**src/hdl/tdpt_pkg.sv**
```systemverilog
// Shared types and constants for the trial division prime test.
// Used by tdpt_ctrl, tdpt_dpath and trial_division_prime_test; no dependencies.
`timescale 1ns / 1ps
`default_nettype none

package tdpt_pkg;

  localparam int NUM_WIDTH_DEF = 32;

  typedef logic [2:0] res_t;

  localparam res_t RES_BELOW = 3'd0;
  localparam res_t RES_TWO   = 3'd1;
  localparam res_t RES_EVEN  = 3'd2;
  localparam res_t RES_PRIME = 3'd3;
  localparam res_t RES_FOUND = 3'd4;

  typedef struct packed {
    logic load;
    logic div_start;
    logic div_step;
    logic div_next;
    logic out_load;
    res_t res;
  } cmd_t;

  typedef struct packed {
    logic below_two;
    logic even;
    logic is_two;
    logic div_last;
    logic div_over;
    logic rem_zero;
  } status_t;

endpackage

`default_nettype wire

```
**src/hdl/tdpt_ctrl.sv**
```systemverilog
// Controller state machine: request handshakes and sequencing of the
// trial divisions. Depends on tdpt_pkg; drives tdpt_dpath.
`timescale 1ns / 1ps
`default_nettype none

module tdpt_ctrl
  import tdpt_pkg::*;
(
  input  wire logic    clk,
  input  wire logic    rst,
  input  wire logic    s_tvalid,
  output logic         s_tready,
  output logic         m_tvalid,
  input  wire logic    m_tready,
  input  wire status_t sts,
  output cmd_t         cmd
);

  localparam logic [2:0] S_IDLE  = 3'd0;
  localparam logic [2:0] S_CLASS = 3'd1;
  localparam logic [2:0] S_DIV   = 3'd2;
  localparam logic [2:0] S_EVAL  = 3'd3;
  localparam logic [2:0] S_DONE  = 3'd4;

  logic [2:0] state, state_next;
  res_t       res_code, res_next;
  logic       slot_free;

  assign s_tready  = (state == S_IDLE);
  assign slot_free = ~m_tvalid | m_tready;

  always_comb begin
    state_next    = state;
    res_next      = res_code;
    cmd           = '0;
    cmd.res       = res_code;
    case (state)
      S_IDLE: begin
        if (s_tvalid) begin
          cmd.load   = 1'b1;
          state_next = S_CLASS;
        end
      end
      S_CLASS: begin
        if (sts.below_two) begin
          res_next   = RES_BELOW;
          state_next = S_DONE;
        end else if (sts.even) begin
          res_next   = sts.is_two ? RES_TWO : RES_EVEN;
          state_next = S_DONE;
        end else begin
          cmd.div_start = 1'b1;
          state_next    = S_DIV;
        end
      end
      S_DIV: begin
        cmd.div_step = 1'b1;
        if (sts.div_last) begin
          state_next = S_EVAL;
        end
      end
      S_EVAL: begin
        if (sts.div_over) begin
          res_next   = RES_PRIME;
          state_next = S_DONE;
        end else if (sts.rem_zero) begin
          res_next   = RES_FOUND;
          state_next = S_DONE;
        end else begin
          cmd.div_next = 1'b1;
          state_next   = S_DIV;
        end
      end
      S_DONE: begin
        if (slot_free) begin
          cmd.out_load = 1'b1;
          state_next   = S_IDLE;
        end
      end
      default: begin
        state_next = S_IDLE;
      end
    endcase
  end

  always_ff @(posedge clk) begin
    if (rst) begin
      state    <= S_IDLE;
      res_code <= RES_BELOW;
      m_tvalid <= 1'b0;
    end else begin
      state    <= state_next;
      res_code <= res_next;
      if (cmd.out_load) begin
        m_tvalid <= 1'b1;
      end else if (m_tready) begin
        m_tvalid <= 1'b0;
      end
    end
  end

  a_accept_classify: assert property (@(posedge clk) disable iff (rst)
    s_tvalid && s_tready |=> state == S_CLASS)
    else $error("accepted request not followed by classification");

  a_eval_after_div: assert property (@(posedge clk) disable iff (rst)
    state == S_EVAL |-> $past(state) == S_DIV)
    else $error("evaluation without a finished division");

  a_div_ends: assert property (@(posedge clk) disable iff (rst)
    state == S_DIV && sts.div_last |=> state == S_EVAL)
    else $error("division ran past its last step");

  a_hold_done: assert property (@(posedge clk) disable iff (rst)
    state == S_DONE && m_tvalid && !m_tready |=> state == S_DONE && m_tvalid)
    else $error("result overwrote a request still waiting");

endmodule

`default_nettype wire

```
**config.mk**
```make
export PLATFORM = sky130hd
export DESIGN_NAME = tdpt_ctrl
export DESIGN_NICKNAME = d
export VERILOG_FILES = /design/src/hdl/tdpt_pkg.sv /design/src/hdl/tdpt_ctrl.sv
export SDC_FILE = /design/constraint.sdc
export NUM_CORES = 1
export LEC_CHECK = 0
export ABC_CLOCK_PERIOD_IN_PS = 2090
export BUFFER_PORTS_ARGS = -buffer_cell sky130_fd_sc_hd__buf_4
export CORE_AREA = 2 2 39 41
export DETAILED_ROUTE_END_ITERATION = 6
export DIE_AREA = 0 0 41 43
export GPL_TIMING_DRIVEN = 0
export HOLD_SLACK_MARGIN = 0.03
export PLACE_DENSITY = 0.7
export SYNTH_ARGS = -nofsm -noshare
export SYNTH_HDL_FRONTEND = slang
export SYNTH_SLANG_ARGS = --single-unit
```
**constraint.sdc**
```tcl
create_clock -name clk -period 2.09 [get_ports clk]
set_input_delay 0.209 -clock clk [delete_from_list [all_inputs] [get_ports clk]]
set_output_delay 0.209 -clock clk [all_outputs]
set_load 0.005 [all_outputs]
```
Word level (Yosys, flattened, before mapping)
Cells that the tools add are included.
{ "word_totals": {"register_bits": 7, "in_bits": 10, "out_inout_bits": 10, "word_cells": 46} }
{ "classes": {"n_eq_ne": 9, "n_mux": 27, "bitwise": 2, "reduce_logical": 5} }
{ "op_table": {"columns": ["operator", "count"], "rows": [
  ["$mux W3", 11],
  ["$pmux W3 S5", 1],
  ["$mux W1", 13],
  ["$eq A3 B2 Y1 const B", 2],
  ["$ne A2 B2 Y1 const B", 3],
  ["$ne A3 B3 Y1 const B", 2],
  ["$pmux W3 S2", 1],
  ["$reduce_and A3 Y1", 2],
  ["$reduce_bool A2 Y1", 2],
  ["$eq A3 B1 Y1 const B", 1],
  ["$eq A3 B3 Y1 const B", 1],
  ["$logic_not A3 Y1", 1],
  ["$mux W2", 1],
  ["$not A1 Y1", 1],
  ["$or A1 B1 Y1", 1]
]} }

Depth between registers and ports, before layout
{ "logic_depth": {"ltp_word": 5, "ltp_mapped": 4, "ltp_nobuf": 3} }

Worst setup path after synthesis
No wires, ideal clock.
{ "synth_timing": {"path_type": "register to register", "start": "register state[1]", "end": "register res_code[1]", "setup_time_ns": 0.096, "arrival_time_ns": 1.253, "t_required_ns": 1.994, "path_slack_ns": 0.741, "stages_incl_launch_ff": 5, "path_buffers": 1, "synth_period_minus_slack_ns": 1.349, "cell_sequence": "dfxtp_1 -> buf_6 -> or3b_4 -> o22a_4 -> o41ai_2"} }
{ "synth_between": {"elab_chain_cells": 3, "word_cells_on_any_way": 7, "cone_classes": "4 x eq/ne; 1 x mux; 2 x reduce/logical"} }
{ "synth_rtl": {"columns": ["element", "line", "rtl"], "rows": [
  ["start: declaration", "tdpt_ctrl.sv:25", "logic [2:0] state, state_next;"],
  ["start signal: assignment", "tdpt_ctrl.sv:92", "state <= state_next;"],
  ["$eq A3 B1 Y1 or $eq A3 B2 Y1 (tied branches)", "tdpt_ctrl.sv:37", "case (state)"],
  ["$ne A3 B3 Y1 (no line) or $reduce_bool A2 Y1 (tied branches)", null, null],
  ["$reduce_and A3 Y1 (no line)", null, null],
  ["end signal: assignment", "tdpt_ctrl.sv:93", "res_code <= res_next;"],
  ["end: declaration", "tdpt_ctrl.sv:26", "res_t res_code, res_next;"]
]} }
Parallel ways exist; a longest one is shown, timed or not.
A chain may end at the register's enable or synchronous reset.

==> metrics.txt <==
# TYPE chip_impl_metric gauge
chip_impl_info{name="run_status",value="complete, no violations"} 1
chip_impl_info{name="synth_top_cell_by_area",value="sky130_fd_sc_hd__dfxtp_1"} 1
chip_impl_metric{name="synth_seq_cells",unit=""} 7
chip_impl_metric{name="floorplan.initialDensity",unit="%"} 30.5
chip_impl_metric{name="first_global_vias",unit=""} 375
chip_impl_metric{name="flow.area_growth_from_synthesis",unit="%"} 43.0
chip_impl_metric{name="max_slew_violation_total_from_the_final_report",unit=""} 0
chip_impl_metric{name="h-tree-depth",unit=""} 1
chip_impl_metric{name="cts_setup_buffers",unit=""} 0
chip_impl_metric{name="routed_via_density",unit=""} 4.86
chip_impl_metric{name="fp-row-count",unit=""} 14
chip_impl_metric{name="post_route_cells_drive_above_1_share",unit="%"} 38.0
chip_impl_metric{name="fillerInstances",unit=""} 155
chip_impl_metric{name="worst_slack",unit="ns"} 0.464
chip_impl_metric{name="synth.yosys.warnings",unit=""} 0
chip_impl_metric{name="cts_repair_resize_count",unit=""} 0
chip_impl_info{name="clockRootBuffer",value="sky130_fd_sc_hd__clkbuf_4"} 1
chip_impl_metric{name="synth_fp_nets",unit=""} 59
chip_impl_metric{name="clock.fmax",unit="MHz"} 615
chip_impl_metric{name="die_x",unit="µm"} 41
chip_impl_metric{name="power_leakage",unit="nW"} 0.254
chip_impl_metric{name="synthesis.area_per_instance",unit="µm²"} 8.61
chip_impl_info{name="type_of_destination_of_the_critical_path",value="primary output"} 1
chip_impl_info{name="setup_repair_after_global_routing_missed_its_margin",value="false"} 1
chip_impl_info{name="tritoncts",value="yes"} 1
chip_impl_metric{name="syn-instance-count",unit=""} 49
chip_impl_metric{name="postRouteAntennaNets",unit=""} 0
chip_impl_metric{name="antenna_cells_inserted",unit=""} 0
chip_impl_metric{name="floorplan.core_area",unit="mm²"} 0.00138
chip_impl_metric{name="place.detailed.hpwl",unit="µm"} 687
chip_impl_metric{name="antenna_violations_before_repair",unit=""} 0
chip_impl_info{name="post_synth_main_area_contributors",value="sky130_fd_sc_hd__dfxtp_1 33%, sky130_fd_sc_hd__nor2_1 7.1%, sky130_fd_sc_hd__buf_6 5.3%"} 1
chip_impl_metric{name="pin_count",unit=""} 20
chip_impl_metric{name="clock_tree.buffer_depth",unit=""} 2
chip_impl_metric{name="wl_per_cell",unit="µm"} 11.1
chip_impl_metric{name="place_ws",unit="ns"} 0.620
chip_impl_metric{name="timing.setup.tns",unit="ns"} 0
chip_impl_info{name="timing.critical_path.cells",value="buf_6 > or3b_4 > nor3_1 > buf_4"} 1
chip_impl_metric{name="totalWireLength",unit="µm"} 968
chip_impl_metric{name="num-nets-final",unit=""} 82
chip_impl_metric{name="timing.final.hold_violations",unit=""} 0
chip_impl_metric{name="worst-slew-pin-transition",unit="ns"} 0.458
chip_impl_metric{name="grt_pass1_wl",unit="mm"} 1.63
chip_impl_metric{name="relSlewSlack",unit="%"} 69.1
chip_impl_metric{name="grt_max_degree",unit=""} 11
chip_impl_metric{name="cts_inserted_buffers",unit=""} 3
chip_impl_metric{name="via_count",unit=""} 423
chip_impl_metric{name="gp_congestion",unit=""} 0.782
chip_impl_metric{name="timing.critical_path.arrival",unit="ns"} 1.42
chip_impl_metric{name="final_core_util",unit="%"} 43.6
chip_impl_metric{name="synth.yosys.seq_area_share",unit="%"} 33.2
chip_impl_metric{name="globalRoute.totalOverflow",unit=""} 0
chip_impl_metric{name="global_routing_usage_summed_across_all_routing_layers",unit="%"} 13.5
chip_impl_metric{name="pwr_density_cell",unit="mW/mm²"} 566
chip_impl_metric{name="synth.top_cell.area_share",unit="%"} 33.2
chip_impl_metric{name="fin_crit",unit="ns"} 1.63
chip_impl_metric{name="post_cts_hold_buffer_count",unit=""} 0
chip_impl_metric{name="max-vdd-ir-drop",unit="µV"} 360
chip_impl_metric{name="netlist_area",unit="µm²"} 422
chip_impl_metric{name="final-setup-viol-count",unit=""} 0
chip_impl_metric{name="critical_path.max_stage_delay",unit="ns"} 0.41
chip_impl_metric{name="clkLatencyLatePin",unit="ns"} 0.26
chip_impl_info{name="start_kind",value="flip-flop"} 1
chip_impl_metric{name="detail_route.first_pass.iterations",unit=""} 3
chip_impl_info{name="cp_slowest_cell",value="sky130_fd_sc_hd__or3b_4"} 1
chip_impl_metric{name="dr.first_iter.drc_count",unit=""} 4
chip_impl_metric{name="design.die.area",unit="mm²"} 0.00176
chip_impl_metric{name="clock_slew_at_the_register_clock_pins_of_the_worst_setup_and_hold_paths",unit="ns"} 0.06
chip_impl_metric{name="die_height",unit="µm"} 43
chip_impl_metric{name="worst-path-max-fanout",unit=""} 10
chip_impl_metric{name="finClkSkew",unit="ns"} 0.00197
chip_impl_metric{name="clock_sinks",unit=""} 7
chip_impl_metric{name="max_cap_violations",unit=""} 0
chip_impl_metric{name="data_required_time_of_the_worst_path",unit="ns"} 1.88
chip_impl_metric{name="post_detailed_route_drc_marker_count",unit=""} 0
chip_impl_metric{name="synth_unique_cells",unit=""} 25
chip_impl_info{name="hold_class",value="primary input to flip-flop"} 1
chip_impl_metric{name="port_buffers",unit=""} 18
chip_impl_metric{name="finalCritPeriodShare",unit="%"} 77.8
chip_impl_info{name="worstSetupPathType",value="flip-flop to primary output"} 1
logic make-up after synthesis:
| logic type | count (synthesis) | synth area share, % |
|---|---|---|
| compound gates | 9 | 19.0 |
| mux | 2 | 4.75 |
| flops | 7 | 33.2 |
| simple gates | 27 | 35.9 |
| buf+inv | 4 | 7.12 |
sequential cells by signal, summed over array words and instances, names as in the netlist:
signal    cells
state         3
res_code      3
m_tvalid      1
critical path, delay by kind of cell (launching register included):
family	cells	cell delay [ns]
buffers and inverters	2	0.27
AND/OR/NAND/NOR	2	0.57
flip-flops	1	0.32
where the power goes:
part	switching, mW	internal [mW]
clock network	0.0584	0.0734
logic	0.0309	0.0381
registers	0.00205	0.138
cells in the final DEF (no fill, tap or decap), drive strengths merged:
cell,instances
a211o,1
a21oi,3
a221oi,1
and2,1
and3b,1
buf,21
clkbuf,5
dfxtp,7
mux2i,2
nand2,3
nand2b,2
nand3,1
nand3b,1
nor2,8
nor2b,2
nor3,3
nor3b,1
nor4,2
nor4bb,1
o21ai,1
o221ai,1
o22a,1
o41ai,1
or3b,1
cells in the mapped netlist:
master,n
sky130_fd_sc_hd__and2_1,1
sky130_fd_sc_hd__or3b_4,1
sky130_fd_sc_hd__nand2b_1,2
sky130_fd_sc_hd__a221oi_1,1
sky130_fd_sc_hd__mux2i_1,2
sky130_fd_sc_hd__nor4bb_1,1
sky130_fd_sc_hd__nor4_1,2
sky130_fd_sc_hd__o22a_4,1
sky130_fd_sc_hd__buf_1,1
sky130_fd_sc_hd__nand3_1,1
sky130_fd_sc_hd__o21ai_0,1
sky130_fd_sc_hd__and3b_2,1
sky130_fd_sc_hd__o221ai_1,1
sky130_fd_sc_hd__nor2_1,8
sky130_fd_sc_hd__a21oi_1,3
sky130_fd_sc_hd__nor2b_1,2
sky130_fd_sc_hd__nor3b_1,1
sky130_fd_sc_hd__o41ai_2,1
sky130_fd_sc_hd__clkbuf_1,1
sky130_fd_sc_hd__dfxtp_1,7
sky130_fd_sc_hd__nand3b_1,1
sky130_fd_sc_hd__nor3_1,3
sky130_fd_sc_hd__buf_6,2
sky130_fd_sc_hd__a211o_1,1
sky130_fd_sc_hd__nand2_1,3
metrics by stage:
stage	hold slack [ns]	instances	power (mW)	area [µm²]
2_1_floorplan	0.320	49	0.181	422
3_3_place_gp	0.437	83	0.211	577
3_5_place_dp	0.438	83	0.212	577
4_1_cts	0.163	87	0.344	603
5_1_grt	0.177	87	0.357	603
6_report	0.166	87	0.341	603
path summary, 6_finish.rpt:
path                                 start                        to  slack, ns  depth (start not counted)
setup / recovery     state[0]$_SDFFE_PP0P_                    cmd[6]       0.46                          4
hold / removal                      sts[1]  res_code[2]$_SDFFE_PP0P_       0.17                          2
setup reg to reg     state[2]$_SDFFE_PP0P_  res_code[1]$_SDFFE_PP0P_       0.60                          4
hold reg to reg   res_code[0]$_SDFFE_PP0P_  res_code[0]$_SDFFE_PP0P_       0.48                          2
layer usage:
| layer | GRT usage (%) | part of all wire (%) |
|---|---|---|
| met1 | 18.8 | 48 |
| met2 | 18.1 | 44 |
| met3 | 3.14 | 4.9 |
| met4 | 8.00 | 2.6 |
| met5 | 0 | 0 |
final cells by class:
class	instances	area, µm²	share of cell area (%)
Tap cell	16	20.0	3.32
Multi-Input combinational cell	38	251	41.7
Clock buffer	4	26.3	4.36
Sequential cell	7	140	23.2
Buffer	4	30.0	4.98
Timing Repair Buffer	18	135	22.4
(Power assumes the default switching activity.)
